[config.mk]
export PLATFORM = sky130hd
export DESIGN_NAME = ucs4_to_utf8_encoder_core
export DESIGN_NICKNAME = d
export VERILOG_FILES = /design/src/rtl/u8e_pkg.sv /design/src/rtl/ucs4_to_utf8_encoder_core.sv /design/src/rtl/u8e_front.sv /design/src/rtl/u8e_queue.sv /design/src/rtl/u8e_back.sv
export SDC_FILE = /design/constraint.sdc
export NUM_CORES = 1
export LEC_CHECK = 0
export BUFFER_PORTS_ARGS = -buffer_cell sky130_fd_sc_hd__buf_2
export CORE_MARGIN = 5
export CORE_UTILIZATION = 35
export CTS_BUF_LIST = sky130_fd_sc_hd__clkbuf_4 sky130_fd_sc_hd__clkbuf_8
export CTS_CLUSTER_SIZE = 30
export DETAILED_ROUTE_END_ITERATION = 16
export PLACE_DENSITY = 0.53
export SYNTH_ARGS = -nofsm -noshare
export SYNTH_HDL_FRONTEND = slang
export SYNTH_HIERARCHICAL = 1
export SYNTH_SLANG_ARGS = --single-unit
[constraint.sdc]
create_clock -name i_clk -period 6.35 [get_ports i_clk]
set_input_delay 1.27 -clock i_clk [delete_from_list [all_inputs] [get_ports i_clk]]
set_output_delay 1.27 -clock i_clk [all_outputs]
set_load 0.005 [all_outputs]
[src/rtl/u8e_pkg.sv]
`timescale 1ns / 1ps
`default_nettype none
// ---------------------------------------------------------------------------
// u8e_pkg
// Shared types and constants of the UCS-4 to UTF-8 encoder.
// ---------------------------------------------------------------------------
package u8e_pkg;

    localparam int COUNT_WIDTH = 16;
    localparam int CAP_W       = 16;
    localparam int TOTAL_W     = 16;
    localparam int CP_W        = 32;
    localparam int CFG_IDX_W   = 1;
    localparam int CFG_DATA_W  = 16;
    // comparison width wide enough for the count, the sum and the capacity
    localparam int CMP_W       = 34;

    // queue between front and back, depth a power of two
    localparam int Q_DEPTH = 4;
    localparam int Q_AW    = $clog2(Q_DEPTH);

    localparam logic [CFG_IDX_W-1:0] CFG_CAPACITY   = 1'd0;
    localparam logic [CFG_IDX_W-1:0] CFG_COUNT_ONLY = 1'd1;

    localparam logic [CP_W-1:0] LIM_1B = 32'h0000_0080;
    localparam logic [CP_W-1:0] LIM_2B = 32'h0000_0800;
    localparam logic [CP_W-1:0] LIM_3B = 32'h0001_0000;

    localparam logic [7:0] LEAD_2B = 8'hc0;
    localparam logic [7:0] LEAD_3B = 8'he0;
    localparam logic [7:0] LEAD_4B = 8'hf0;
    localparam logic [7:0] CONT_B  = 8'h80;

    localparam logic [CMP_W-1:0] TOTAL_MAX = CMP_W'(16'hffff);

    // one queued item: its bytes and how to present them
    typedef struct packed {
        logic [3:0][7:0]     bytes;
        logic [1:0]          last_idx;
        logic                has_bytes;
        logic                stopped;
        logic [TOTAL_W-1:0]  total;
    } t_job;

    function automatic logic [TOTAL_W-1:0] sat_total(input logic [COUNT_WIDTH-1:0] v);
        logic [CMP_W-1:0] w;
        w = CMP_W'(v);
        if (w > TOTAL_MAX) begin
            return TOTAL_W'(TOTAL_MAX);
        end
        return TOTAL_W'(w);
    endfunction

endpackage
`default_nettype wire

[src/rtl/ucs4_to_utf8_encoder_core.sv]
`timescale 1ns / 1ps
`default_nettype none
// an accepted item is written into the queue, then the back end registers its
// first result into the output register
// one item per cycle in while the queue is not full, one result per cycle out
// while the output is not stalled; an item gives one result per byte (1 to 4,
// 1 in count-only or stopped cases), set by the byte walker in the back end
// reset: synchronous active-low, clears queue, budget count, halt and config
// ---------------------------------------------------------------------------
// ucs4_to_utf8_encoder_core
// UCS-4 to UTF-8 encoder with per-string byte budget and count-only mode.
// ---------------------------------------------------------------------------
module ucs4_to_utf8_encoder_core (
    input  wire                            i_clk,
    input  wire                            i_rst_n,
    input  wire                            i_cfg_we,
    input  wire [u8e_pkg::CFG_IDX_W-1:0]   i_cfg_index,
    input  wire [u8e_pkg::CFG_DATA_W-1:0]  i_cfg_data,
    input  wire                            i_in_valid,
    output logic                           o_in_ready,
    input  wire [u8e_pkg::CP_W-1:0]        i_code_point,
    input  wire                            i_first_of_string,
    output logic                           o_out_valid,
    input  wire                            i_out_ready,
    output logic [7:0]                     o_out_byte,
    output logic                           o_byte_valid,
    output logic                           o_last_of_item,
    output logic [u8e_pkg::TOTAL_W-1:0]    o_total_written,
    output logic                           o_stopped
);
    import u8e_pkg::*;

    logic [CAP_W-1:0] r_capacity;
    logic             r_count_only;
    logic             q_full;
    logic             q_empty;
    logic             push;
    logic             pop;
    t_job             job_in;
    t_job             job_head;

    always_ff @(posedge i_clk) begin
        if (!i_rst_n) begin
            r_capacity   <= '0;
            r_count_only <= 1'b0;
        end else if (i_cfg_we) begin
            case (i_cfg_index)
                CFG_CAPACITY:   r_capacity   <= i_cfg_data[CAP_W-1:0];
                CFG_COUNT_ONLY: r_count_only <= i_cfg_data[0];
                default:        r_capacity   <= r_capacity;
            endcase
        end
    end

    u8e_front u_front (
        .i_clk             (i_clk),
        .i_rst_n           (i_rst_n),
        .i_in_valid        (i_in_valid),
        .o_in_ready        (o_in_ready),
        .i_code_point      (i_code_point),
        .i_first_of_string (i_first_of_string),
        .i_capacity        (r_capacity),
        .i_count_only      (r_count_only),
        .i_q_full          (q_full),
        .o_push            (push),
        .o_job             (job_in)
    );

    u8e_queue u_queue (
        .i_clk   (i_clk),
        .i_rst_n (i_rst_n),
        .i_push  (push),
        .i_job   (job_in),
        .o_full  (q_full),
        .i_pop   (pop),
        .o_empty (q_empty),
        .o_head  (job_head)
    );

    u8e_back u_back (
        .i_clk           (i_clk),
        .i_rst_n         (i_rst_n),
        .i_empty         (q_empty),
        .i_head          (job_head),
        .o_pop           (pop),
        .o_out_valid     (o_out_valid),
        .i_out_ready     (i_out_ready),
        .o_out_byte      (o_out_byte),
        .o_byte_valid    (o_byte_valid),
        .o_last_of_item  (o_last_of_item),
        .o_total_written (o_total_written),
        .o_stopped       (o_stopped)
    );

endmodule
`default_nettype wire

[src/rtl/u8e_front.sv]
`timescale 1ns / 1ps
`default_nettype none
// ---------------------------------------------------------------------------
// u8e_front
// Accepts code points, encodes them, keeps the string budget state and
// hands one job per item to the queue.
// ---------------------------------------------------------------------------
module u8e_front (
    input  wire                         i_clk,
    input  wire                         i_rst_n,
    input  wire                         i_in_valid,
    output logic                        o_in_ready,
    input  wire [u8e_pkg::CP_W-1:0]     i_code_point,
    input  wire                         i_first_of_string,
    input  wire [u8e_pkg::CAP_W-1:0]    i_capacity,
    input  wire                         i_count_only,
    input  wire                         i_q_full,
    output logic                        o_push,
    output u8e_pkg::t_job               o_job
);
    import u8e_pkg::*;

    logic [COUNT_WIDTH-1:0] r_bytes_used, n_bytes_used;
    logic                   r_halted, n_halted;

    logic [COUNT_WIDTH-1:0] eff_used;
    logic                   eff_halt;
    logic [2:0]             nbytes;
    logic [3:0][7:0]        enc;
    logic [COUNT_WIDTH:0]   sum;
    logic [COUNT_WIDTH-1:0] sum_sat;
    logic                   over;

    assign o_in_ready = !i_q_full;
    assign o_push     = i_in_valid && !i_q_full;

    assign eff_used = i_first_of_string ? '0 : r_bytes_used;
    assign eff_halt = i_first_of_string ? 1'b0 : r_halted;

    always_comb begin
        enc = '0;
        if (i_code_point < LIM_1B) begin
            nbytes = 3'd1;
            enc[0] = i_code_point[7:0];
        end else if (i_code_point < LIM_2B) begin
            nbytes = 3'd2;
            enc[0] = LEAD_2B | {3'b000, i_code_point[10:6]};
            enc[1] = CONT_B  | {2'b00, i_code_point[5:0]};
        end else if (i_code_point < LIM_3B) begin
            nbytes = 3'd3;
            enc[0] = LEAD_3B | {4'b0000, i_code_point[15:12]};
            enc[1] = CONT_B  | {2'b00, i_code_point[11:6]};
            enc[2] = CONT_B  | {2'b00, i_code_point[5:0]};
        end else begin
            // bits above 20 drop out here
            nbytes = 3'd4;
            enc[0] = LEAD_4B | {5'b00000, i_code_point[20:18]};
            enc[1] = CONT_B  | {2'b00, i_code_point[17:12]};
            enc[2] = CONT_B  | {2'b00, i_code_point[11:6]};
            enc[3] = CONT_B  | {2'b00, i_code_point[5:0]};
        end
    end

    assign sum     = {1'b0, eff_used} + (COUNT_WIDTH+1)'(nbytes);
    assign sum_sat = sum[COUNT_WIDTH] ? '1 : sum[COUNT_WIDTH-1:0];
    assign over    = (i_capacity != '0) && (CMP_W'(sum) > CMP_W'(i_capacity));

    always_comb begin
        n_bytes_used    = r_bytes_used;
        n_halted        = r_halted;
        o_job.bytes     = enc;
        o_job.last_idx  = 2'd0;
        o_job.has_bytes = 1'b0;
        o_job.stopped   = 1'b1;
        o_job.total     = sat_total(eff_used);
        if (eff_halt || over) begin
            n_bytes_used = eff_used;
            n_halted     = 1'b1;
        end else begin
            n_bytes_used    = sum_sat;
            n_halted        = 1'b0;
            o_job.stopped   = 1'b0;
            o_job.total     = sat_total(sum_sat);
            o_job.has_bytes = !i_count_only;
            o_job.last_idx  = i_count_only ? 2'd0 : 2'(nbytes - 3'd1);
        end
    end

    always_ff @(posedge i_clk) begin
        if (!i_rst_n) begin
            r_bytes_used <= '0;
            r_halted     <= 1'b0;
        end else if (o_push) begin
            r_bytes_used <= n_bytes_used;
            r_halted     <= n_halted;
        end
    end

endmodule
`default_nettype wire

[src/rtl/u8e_queue.sv]
`timescale 1ns / 1ps
`default_nettype none
// ---------------------------------------------------------------------------
// u8e_queue
// Small job queue between the front and the back.
// ---------------------------------------------------------------------------
module u8e_queue (
    input  wire             i_clk,
    input  wire             i_rst_n,
    input  wire             i_push,
    input  u8e_pkg::t_job   i_job,
    output logic            o_full,
    input  wire             i_pop,
    output logic            o_empty,
    output u8e_pkg::t_job   o_head
);
    import u8e_pkg::*;

    t_job              r_mem [Q_DEPTH];
    logic [Q_AW-1:0]   r_wr_ptr;
    logic [Q_AW-1:0]   r_rd_ptr;
    logic [Q_AW:0]     r_count;
    logic              do_pop;

    assign o_full  = (r_count == (Q_AW+1)'(Q_DEPTH));
    assign o_empty = (r_count == '0);
    assign o_head  = r_mem[r_rd_ptr];
    assign do_pop  = i_pop && !o_empty;

    always_ff @(posedge i_clk) begin
        if (i_push && !o_full) begin
            r_mem[r_wr_ptr] <= i_job;
        end
    end

    always_ff @(posedge i_clk) begin
        if (!i_rst_n) begin
            r_wr_ptr <= '0;
            r_rd_ptr <= '0;
            r_count  <= '0;
        end else begin
            if (i_push && !o_full) begin
                r_wr_ptr <= r_wr_ptr + 1'b1;
            end
            if (do_pop) begin
                r_rd_ptr <= r_rd_ptr + 1'b1;
            end
            case ({i_push && !o_full, do_pop})
                2'b10:   r_count <= r_count + 1'b1;
                2'b01:   r_count <= r_count - 1'b1;
                default: r_count <= r_count;
            endcase
        end
    end

endmodule
`default_nettype wire

[src/rtl/u8e_back.sv]
`timescale 1ns / 1ps
`default_nettype none
// ---------------------------------------------------------------------------
// u8e_back
// Walks the head job one byte per cycle into the output register, while the output is not stalled.
// ---------------------------------------------------------------------------
module u8e_back (
    input  wire                         i_clk,
    input  wire                         i_rst_n,
    input  wire                         i_empty,
    input  u8e_pkg::t_job               i_head,
    output logic                        o_pop,
    output logic                        o_out_valid,
    input  wire                         i_out_ready,
    output logic [7:0]                  o_out_byte,
    output logic                        o_byte_valid,
    output logic                        o_last_of_item,
    output logic [u8e_pkg::TOTAL_W-1:0] o_total_written,
    output logic                        o_stopped
);
    import u8e_pkg::*;

    logic               r_valid;
    logic [1:0]         r_idx;
    logic [7:0]         r_byte;
    logic               r_bvalid;
    logic               r_last;
    logic [TOTAL_W-1:0] r_total;
    logic               r_stop;
    logic               advance;
    logic               take;
    logic               at_last;

    assign advance = !r_valid || i_out_ready;
    assign take    = advance && !i_empty;
    assign at_last = (r_idx == i_head.last_idx);
    assign o_pop   = take && at_last;

    always_ff @(posedge i_clk) begin
        if (!i_rst_n) begin
            r_valid <= 1'b0;
            r_idx   <= 2'd0;
        end else if (advance) begin
            r_valid <= !i_empty;
            if (take) begin
                r_idx <= at_last ? 2'd0 : r_idx + 2'd1;
            end
        end
    end

    always_ff @(posedge i_clk) begin
        if (take) begin
            r_byte   <= i_head.has_bytes ? i_head.bytes[r_idx] : 8'h00;
            r_bvalid <= i_head.has_bytes;
            r_last   <= at_last;
            r_total  <= i_head.total;
            r_stop   <= i_head.stopped;
        end
    end

    assign o_out_valid     = r_valid;
    assign o_out_byte      = r_byte;
    assign o_byte_valid    = r_bvalid;
    assign o_last_of_item  = r_last;
    assign o_total_written = r_total;
    assign o_stopped       = r_stop;

endmodule
`default_nettype wire

== Word level (Yosys, flattened, before mapping) ==
Memories as Yosys holds them, arrays and structs flattened. A register that Yosys moved wholly into a read port is not among the register bits.
Cells that the tools add are included.

* $lt $le $gt $ge: 5
* Add/subtract/negate cells: 7
* Mux-type cells: 24
* Reduce and logical (&&, ||, !) cells: 18
* Bitwise operators: 1
* Eq/ne operators: 4

{| class="wikitable"
|+ Operators by type and width
! cell !! number
|-
| $mux W16 || 5
|-
| $lt A32 B12 Y1 const B || 1
|-
| $lt A32 B17 Y1 const B || 1
|-
| $lt A32 B8 Y1 const B || 1
|-
| $mux W24 || 1
|-
| $mux W8 || 3
|-
| $mux W22 || 1
|-
| $mux W20 || 1
|-
| $add A16 B3 Y17 || 1
|-
| $gt A17 B16 Y1 || 1
|-
| $bmux W8 S2 || 1
|-
| $reduce_bool A16 Y1 || 1
|-
| $mux W3 || 3
|-
| $mux W2 || 4
|-
| $add A2 B1 Y2 const B || 3
|-
| $logic_and A1 B1 Y1 || 6
|-
| $pmux W3 S2 || 1
|-
| $reduce_and A2 Y1 || 3
|-
| $logic_not A1 Y1 || 4
|-
| $mux W1 || 4
|-
| $add A3 B1 Y3 const B || 1
|-
| $eq A3 B3 Y1 const B || 1
|-
| $logic_not A3 Y1 || 1
|-
| $lt A2 B3 Y1 const B || 1
|-
| other kinds (8) || 9
|}

* Bits in writable memories: 208
* Register bits: 71
* Memories kept: 1
* Output and inout port bits: 29
* Logic and storage cells: 74

{| class="wikitable"
|+ Memory list
! memory !! words !! bits a word !! rd ports !! clocked after Yosys merged registers in !! wr ports !! RTL line !! RTL
|-
| u_queue.r_mem || 4 || 52 || 1 || 1 || 1 || u8e_queue.sv:19 || <nowiki>t_job r_mem [Q_DEPTH];</nowiki>
|}

== Depth between registers and ports, before layout ==
Gate-level depths: netlist of the first run.

* Depth after elaboration: 9
* Depth in mapped cells: 22
* Mapped depth without buffers: 21

== Modules after synthesis ==
The synthesis of the first run kept the hierarchy.

{| class="wikitable"
|+ By module, submodules not included
! module !! area an instance (um2) !! seq. area each (um2) !! instances !! cells an instance
|-
| u8e_queue || 8051.5 || 6426.2 || 1 || 326
|-
| u8e_front || 2527.4 || 340.3 || 1 || 357
|-
| u8e_back || 1246.2 || 870.8 || 1 || 68
|-
| ucs4_to_utf8_encoder_core || 703.2 || 340.3 || 1 || 75
|}

== Worst setup path after synthesis of the first run ==
Ideal clock, no wire load.

* Path kind: input -> register
* Start: input i_code_point[15] (netlist bit)
* End: memory u_queue/r_mem[0][6] (netlist bit), data pin
* Slack: 0.221 ns
* Library setup time: 0.273 ns
* Stages: 21
* Buffers on the path: 0
* Required time: 6.077 ns
* Data arrival time: 5.856 ns
* Cells stage by stage: nor4_1 > nor2b_1 > nand2_1 > a21oi_1 > ha_1 > inv_1 > fa_1 > nand2b_1 > a21o_1 > nor4_4 > nand3_1 > xnor2_1 > ha_1 > nand4_1 > or3_1 > o221ai_1 > a31oi_4 > nor3_4 > inv_4 > nor4_1 > a21oi_1

{| class="wikitable"
|+ RTL lines
! element !! RTL line !! RTL
|-
| from (decl) || ucs4_to_utf8_encoder_core.sv:21 || <nowiki>input wire [u8e_pkg::CP_W-1:0] i_code_point,</nowiki>
|-
| to (decl) || u8e_queue.sv:19 ||
|}

==> reports/metrics.json, run 1 <==
{
  "ys_warn_count": 6,
  "globalRouteMet1Util_pct": 18.8,
  "adder_cell_share_of_the_synthesized_area_pct": 2.72,
  "total_switching_power_mw": 1.10,
  "worst_pin_slew_ns": 1.10,
  "route.vias.total": 7208,
  "timing_hold_violations_final": 0,
  "setup_failing_eps_final": 0,
  "cts_tree": "done",
  "routed_wl_mm": 27.8,
  "fin_crit_ns": 5.88,
  "yosys_most_used_dff": "edfxtp_1",
  "postSynthAreaPerCell_um2": 15.2,
  "avgRoutedWirePerCell_um": 19.2,
  "drt_iter0_drc": 423,
  "antenna_violations_before_repair": 0,
  "cts-buffers-inserted": 47,
  "final_worst_path_period_share_pct": 92.7,
  "achievable-frequency_ghz": 0.170,
  "use_met2_pct": 23.6,
  "post-cts-setup-buffers": 0,
  "layout-area-overhead-vs-synth_pct": 15.6,
  "worst_setup_slack_before_clock_tree_synthesis_ns": -0.0507,
  "die_w_um": 199,
  "core_um2": 35500,
  "synth_cell_type_count": 82,
  "antenna_violating_nets_remaining": 0,
  "sw_frac_of_total_pct": 24.1,
  "timing.slew.headroom_pct": 26.2,
  "gr-max-usage-layer": "met2",
  "drt_drc_violations_left": 0,
  "placementRows": 69,
  "clock-skew-final_ns": 0.0161,
  "synth-compound-area-share_pct": 6.12,
  "post_synth_edffs": 235,
  "clock_power_share_pct": 37.3,
  "die_h_um": 199,
  "setup_tns_ns": 0,
  "power.internal_mw": 3.46,
  "slew_viol_final": 0,
  "clock_tree.htree_level_count": 2,
  "hold_path_origin": "u_front/r_bytes_used[0]",
  "global_route.usage.total_pct": 14.1,
  "clock_root_buffer": "clkbuf_8",
  "gpl_wtd_cong": 0.823,
  "design.die.area_um2": 39700,
  "io_pins": 84,
  "fraction_of_power_consumed_by_sequential_logic_pct": 50.1,
  "critical_path.reg2reg.startpoint": "u_front/r_bytes_used[0]",
  "worst-endpoint-arrival_ns": 6.23,
  "synth_cells": 826,
  "cts_resized": 0,
  "synth.yosys.seq_area_share_pct": 63.7,
  "mux_contribution_to_synthesized_area_pct": 13.0,
  "timing.critical_path.from_type": "primary input",
  "timing.max_cap.violations": 0,
  "drt-pass1-iter-count": 5,
  "power.static_leakage_nw": 5.03,
  "i_o_buffers": 83,
  "element_type_at_the_critical_path_end": "flip-flop",
  "critical_path.startpoint": "i_code_point[15]",
  "peakVddDrop_v": 0.000150,
  "hpwl_after_detailed_placement_mm": 17.9,
  "proportion_of_layout_cells_with_a_drive_suffix_above_1_pct": 28.9,
  "postLayoutSetupSlackWorst_ns": 0.465,
  "combinational_share_of_power_pct": 12.7,
  "timing.setup.critical_path_class": "in -> reg",
  "num-nets-final": 1033,
  "critical_path_peak_fanout": 12,
  "holdCritPathClass": "reg -> reg",
  "synthesis.area_um2": 12500,
  "antenna_diode_count": 0,
  "outcome": "completed",
  "hold_fix_buffers_at_cts": 0,
  "grt_max_degree": 53,
  "grt_setup_unrepaired": "false",
  "synthSimpleGateAreaFrac_pct": 9.54,
  "synth_xor_area_share_pct": 1.19,
  "first_global_vias": 7474,
  "cts_max_path_buffers": 3,
  "synth_top_family_by_area": "multiplexers",
  "grt_pass1_wl_mm": 43.3,
  "clkLatencyLatePin_ns": 0.56,
  "floorplan.initialDensity_pct": 35.3,
  "synth-seq-cells": 281,
  "cp.required_ns": 6.70,
  "clock-sinks": 281,
  "postSynth.asyncResetShare_pct": 0,
  "clk_pin_slew_worst_paths_ns": 0.06,
  "power.density_nw_per_um2": 315,
  "grt.overflow.total": 0,
  "final.fill_count": 3287,
  "detail_route.vias_per_cell": 4.98,
  "gr-usage-met3_pct": 2.75
}
## cell type report
cell class | count | area, µm² | share of cell area (%)
Tap cell | 461 | 577 | 3.98
Inverter | 39 | 149 | 1.03
Timing Repair Buffer | 116 | 663 | 4.58
Sequential cell | 281 | 7980 | 55.1
Clock inverter | 12 | 135 | 0.933
Multi-Input combinational cell | 467 | 4100 | 28.3
Clock buffer | 70 | 876 | 6.05
## per-layer routing
layer / part of all wire, % / vias to the layer above
met5: 0 / -
met3: 5.4 / 52
met4: 2.3 / 0
met1: 44 / 3555
met2: 49 / 184
li1: - / 3417
## final timing paths
kind                             endpoint  cells past startpoint  slack, ns
hold / removal    u_front/r_bytes_used[0]                      2       0.46
setup reg to reg      u_queue/r_mem[1][7]                     18       1.89
setup / recovery      u_queue/r_mem[1][7]                     22       0.47
hold reg to reg   u_front/r_bytes_used[0]                      2       0.46
## registers in the layout, indices dropped and copies added, names as in the netlist, 2 cells and up, named ones only
register and count:
u_back/o_out_byte 8, u_queue/r_mem 208, u_front/r_bytes_used 16, u_back/r_idx 2, u_queue/r_count 3, r_capacity 16
u_queue/r_wr_ptr 2, u_queue/r_rd_ptr 2, u_back/o_total_written 16
## cells in the final DEF, fill, tap and decap left out, types with 11 or more instances in the layout
master,n
edfxtp_1,235
inv_1,36
o21ai_0,26
xnor2_1,13
buf_4,33
nand2_1,86
a21oi_1,27
ha_1,24
clkbuf_8,56
nor2b_1,11
mux4_2,58
buf_2,83
and2_1,18
nor4_1,12
dfxtp_1,44
nand2b_1,13
clkbuf_4,14
nor2_1,26
mux2i_1,24
## per-stage QoR
stage | instance area (µm²) | std cells | utilization [%] | power, mW | hold WS (ns)
detailed placement | 13500 | 1364 | 38.0 | 2.92 | 0.453
floorplan | 12500 | 828 | - | 2.69 | 0.436
CTS | 14500 | 1446 | 40.8 | 4.64 | 0.461
global placement | 13500 | 1364 | 38.0 | 2.91 | 0.448
global route | 14500 | 1446 | 40.8 | 4.78 | 0.489
finish | 14500 | 1446 | 40.8 | 4.56 | 0.460
## worst max-delay path, stage by stage
cell	delay, ns
buf_2	0.11
nor4_1	0.44
nor2b_1	0.23
nand2_1	0.14
a21oi_1	0.28
ha_1	0.22
inv_1	0.05
fa_1	0.37
nand2b_1	0.17
a21o_1	0.23
nor4_4	0.32
nand3_1	0.14
xnor2_1	0.17
ha_1	0.31
nand4_1	0.11
or3_1	0.39
o221ai_1	0.29
a31oi_4	0.07
nor3_4	0.29
buf_4	0.24
o21ai_0	0.10
a32oi_1	0.28
## cell families (layout without fill, tap and decap cells)
logic type / after synthesis / in the layout
DFF: 281 / 281
and+or+nand+nor: 223 / 223
AOI/OAI and AO/OA: 112 / 112
muxes: 86 / 86
buffers and inverters: 80 / 237
adders and majority gates: 26 / 26
xor gates and xnor gates: 17 / 17
other: 1 / 3
## power groups by stage
| stage | registers [mW] | logic [mW] | clock network (mW) |
|---|---|---|---|
| after detailed placement | 2.33 | 0.593 | 0 |
| final | 2.28 | 0.578 | 1.70 |
| after global routing | 2.30 | 0.638 | 1.84 |
| after CTS | 2.29 | 0.596 | 1.76 |
| after global placement | 2.33 | 0.589 | 0 |
| after floorplan | 2.29 | 0.403 | 0 |
## Yosys cell counts, drive strengths merged (9+ instances only)
master | number | area, µm²
and2 | 23 | 146
buf | 28 | 272
nand2 | 86 | 323
xnor2 | 13 | 114
clkbuf | 13 | 50.0
dfxtp | 46 | 921
nor4 | 14 | 109
nor2b | 12 | 82.6
nor2 | 28 | 108
ha | 24 | 300
mux4 | 60 | 1360
edfxtp | 235 | 7060
inv | 38 | 145
o21ai | 32 | 171
nor3 | 9 | 77.6
nand2b | 13 | 81.3
a21oi | 27 | 135
mux2i | 24 | 240
No activity file was read; power rests on OpenSTA's default activity.
==> run 2: changes to the inputs <==
--- a/config.mk
+++ b/config.mk
@@ -11,7 +11,6 @@
 export CTS_BUF_LIST = sky130_fd_sc_hd__clkbuf_4 sky130_fd_sc_hd__clkbuf_8
 export CTS_CLUSTER_SIZE = 30
 export DETAILED_ROUTE_END_ITERATION = 16
-export PLACE_DENSITY = 0.53
 export SYNTH_ARGS = -nofsm -noshare
 export SYNTH_HDL_FRONTEND = slang
 export SYNTH_HIERARCHICAL = 1
==> reports/metrics.json, run 2 (synthesized netlist as in run 1, its figures left out) <==
{
  "design.die.area": {"value": 39700, "unit": "µm²", "change": "unchanged"},
  "antenna_violating_nets_remaining": {"value": 0, "change": "unchanged"},
  "die_w": {"value": 199, "unit": "µm", "change": "unchanged"},
  "setup_tns": {"value": 0, "unit": "ns", "change": "unchanged"},
  "dr.max_layer_used": "met5",
  "wl_met3": {"value": 1.35, "unit": "mm", "change": "-9.2%"},
  "post-cts-setup-buffers": {"value": 0, "change": "unchanged"},
  "route.met2.wl": {"value": 13.7, "unit": "mm", "change": "+1.4%"},
  "critical_path.startpoint": "i_code_point[15]",
  "num-nets-final": {"value": 1044, "change": "+1.1%"},
  "largest_reg_flops": {"value": 208, "change": "unchanged"},
  "cp.required": {"value": 6.78, "unit": "ns", "change": "+0.08 ns"},
  "most-common-layout-cells": "edfxtp_1, nand2_1, buf_2",
  "outcome": "completed",
  "critPathCapture": "u_front/r_bytes_used[12]",
  "final.fill_count": {"value": 3314, "change": "+0.82%"},
  "antenna_violations_before_repair": {"value": 1, "change": "+1"},
  "post_dp_cell_area": {"value": 13600, "unit": "µm²", "change": "+0.83%"},
  "io_pins": {"value": 84, "change": "unchanged"},
  "timing.slew.headroom": {"value": 34.9, "unit": "%", "change": "+8.8 points"},
  "mostFrequentLayoutCell": "edfxtp_1",
  "clkLatencyLatePin": {"value": 0.55, "unit": "ns", "change": "about the same"},
  "cts_resized": {"value": 0, "change": "unchanged"},
  "layoutNonFillerInstCount": {"value": 1459, "change": "+0.90%"},
  "cp_slowest_stage_delay": {"value": 0.42, "unit": "ns", "change": "-0.02 ns"},
  "power.density": {"value": 305, "unit": "nW/µm²", "change": "-3.3%"},
  "worst_pin_slew": {"value": 0.973, "unit": "ns", "change": "-0.131 ns"},
  "fin_crit": {"value": 6.00, "unit": "ns", "change": "+0.112 ns"},
  "holdCritPathClass": "reg -> reg",
  "dp.cells": {"value": 1375, "change": "+0.81%"},
  "drt-pass1-iter-count": {"value": 4, "change": "-1"},
  "floorplan.initialDensity": {"value": 35.3, "unit": "%", "change": "unchanged"},
  "drt_iter0_drc": {"value": 430, "change": "+1.7%"},
  "cts_max_path_buffers": {"value": 3, "change": "unchanged"},
  "registers.top_by_ff_count": "u_queue/r_mem",
  "cts_tree": "done",
  "global_route.usage.total": {"value": 14.0, "unit": "%", "change": "-0.15 points"},
  "clk_pin_slew_worst_paths": {"value": 0.06, "unit": "ns", "change": "about the same"},
  "grt_max_degree": {"value": 53, "change": "unchanged"},
  "peakVddDrop": {"value": 0.000156, "unit": "V", "change": "+3.9%"},
  "hpwl_after_detailed_placement": {"value": 17.6, "unit": "mm", "change": "-1.6%"},
  "critical_path_peak_fanout": {"value": 5, "change": "-7"},
  "grt_pass1_wl": {"value": 43.3, "unit": "mm", "change": "about the same"},
  "multi_input_area": {"value": 4130, "unit": "µm²", "change": "+0.61%"},
  "drt-met1-wl": {"value": 11.9, "unit": "mm", "change": "-1.6%"},
  "i_o_buffers": {"value": 83, "change": "unchanged"},
  "layout-area-overhead-vs-synth_pct": 15.9,
  "clock-sinks": {"value": 281, "change": "unchanged"},
  "route.vias.total": {"value": 7343, "change": "+1.9%"},
  "grt.overflow.total": {"value": 0, "change": "unchanged"},
  "critical-path-slowest-cell": "nor4_2",
  "clock-skew-final": {"value": 0.0237, "unit": "ns", "change": "+0.00759 ns"},
  "gpl_wtd_cong": {"value": 0.843, "change": "+2.5%"},
  "timing.max_cap.violations": {"value": 0, "change": "unchanged"},
  "slew_viol_final": {"value": 0, "change": "unchanged"},
  "achievable-frequency": {"value": 0.167, "unit": "GHz", "change": "-1.9%"},
  "worst-endpoint-arrival": {"value": 6.43, "unit": "ns", "change": "+0.20 ns"},
  "first_global_vias": {"value": 7647, "change": "+2.3%"},
  "avgRoutedWirePerCell": {"value": 18.8, "unit": "µm", "change": "-2.1%"},
  "register_area": {"value": 7990, "unit": "µm²", "change": "about the same"},
  "clock_root_buffer": "clkbuf_8",
  "element_type_at_the_critical_path_end": "flip-flop",
  "post-route-cell-area": {"value": 14500, "unit": "µm²", "change": "+0.26%"},
  "setup_failing_eps_final": {"value": 0, "change": "unchanged"},
  "timing.setup.critical_path_class": "in -> reg",
  "cp_cell_sequence": "buf_2, nor4_2, buf_4, nor2b_1, nand2_1, a21oi_1, ha_1, inv_1, fa_1, nand2b_1, a21o_1, nor4_4, nand3_1, xnor2_1, ha_1, nand4_1, or3_1, o221ai_1, a31oi_4, buf_4, o41ai_1, o21ai_0, o21ba_1",
  "placementRows": {"value": 69, "change": "unchanged"},
  "die_h": {"value": 199, "unit": "µm", "change": "unchanged"},
  "core": {"value": 35500, "unit": "µm²", "change": "unchanged"},
  "detail_route.vias_per_cell": {"value": 5.03, "change": "+0.97%"},
  "regToRegEndpoint": "u_front/r_bytes_used[12]",
  "routed_wl": {"value": 27.5, "unit": "mm", "change": "-1.3%"},
  "proportion_of_layout_cells_with_a_drive_suffix_above_1": {"value": 29.9, "unit": "%", "change": "+0.93 points"},
  "timing_hold_violations_final": {"value": 0, "change": "unchanged"},
  "timing.critical_path.from_type": "primary input",
  "final_worst_path_period_share": {"value": 94.4, "unit": "%", "change": "+1.8 points"},
  "clock_tree.htree_level_count": {"value": 2, "change": "unchanged"},
  "drt_drc_violations_left": {"value": 0, "change": "unchanged"},
  "reg2reg_setup_slack": {"value": 1.92, "unit": "ns", "change": "+0.03 ns"},
  "hold_fix_buffers_at_cts": {"value": 0, "change": "unchanged"},
  "worstRegToRegCells": {"value": 18, "change": "unchanged"},
  "cts-buffers-inserted": {"value": 47, "change": "unchanged"},
  "antenna_diode_count": {"value": 0, "change": "unchanged"},
  "critical_path.reg2reg.startpoint": "u_front/r_bytes_used[0]",
  "power.static_leakage": {"value": 5.05, "unit": "nW", "change": "+0.33%"}
}
run 2: cell types whose count changed in the layout (fill, tap and decap cells not counted), moves of 2 or more:
cell and delta:
buf_4 +9, bufinv_16 -2, clkinv_2 +2, clkinvlp_4 +2, clkinv_1 +5, buf_12 +2
clkbuf_8 -7, clkbuf_4 +2
run 2: power by group:
| group | internal [mW] | switching (mW) |
|---|---|---|
| Clock | 0.851 | 0.689 |
| Combinational | 0.275 | 0.328 |
| Sequential | 2.20 | 0.0756 |
| Total | 3.33 | 1.09 |
run 2: cell type report:
cell class	count	area share, %
Multi-Input combinational cell	467	28.4
Tap cell	461	3.97
Inverter	39	1.03
Sequential cell	281	55.0
Clock buffer	65	5.47
Timing Repair Buffer	127	5.31
Clock inverter	19	0.818
run 2: routing by layer:
layer  vias to the layer above  track usage (%)
met5                         -                0
met4                         2             3.52
met3                        39             2.36
met2                       179             23.8
met1                      3678             18.8
li1                       3445                -
run 2: per-stage QoR:
step           power, mW  setup slack [ns]  hold WS [ns]  utilization (%)
3_5_place_dp        2.94            -0.251         0.457             38.3
5_1_grt             4.65           -0.0236         0.482             40.9
6_report            4.42             0.354         0.464             40.9
3_3_place_gp        2.93            -0.209         0.444             38.3
4_1_cts             4.50             0.300         0.464             40.9
2_1_floorplan       2.69             0.221         0.436                -
run 2: worst max-delay path: cells and delay by family:
| kind | cells | cell delay (ns) |
|---|---|---|
| xor+xnor | 1 | 0.18 |
| fa+ha+maj | 3 | 0.92 |
| compound gates | 7 | 1.72 |
| simple gates | 8 | 1.76 |
| buf+inv | 4 | 0.57 |
run 2: worst min-delay path by stage:
stage | start | endpoint | slack [ns] | cells past startpoint
after global routing | u_front/r_bytes_used[1] | u_front/r_bytes_used[1] | 0.48 | 2
final | u_front/r_bytes_used[0] | u_front/r_bytes_used[0] | 0.46 | 2
after CTS | u_front/r_bytes_used[0] | u_front/r_bytes_used[0] | 0.46 | 2
after detailed placement | u_front/r_bytes_used[0] | u_front/r_bytes_used[0] | 0.46 | 2
after global placement | u_front/r_bytes_used[0] | u_front/r_bytes_used[0] | 0.44 | 2
after floorplan | u_front/r_bytes_used[0] | u_front/r_bytes_used[0] | 0.44 | 2
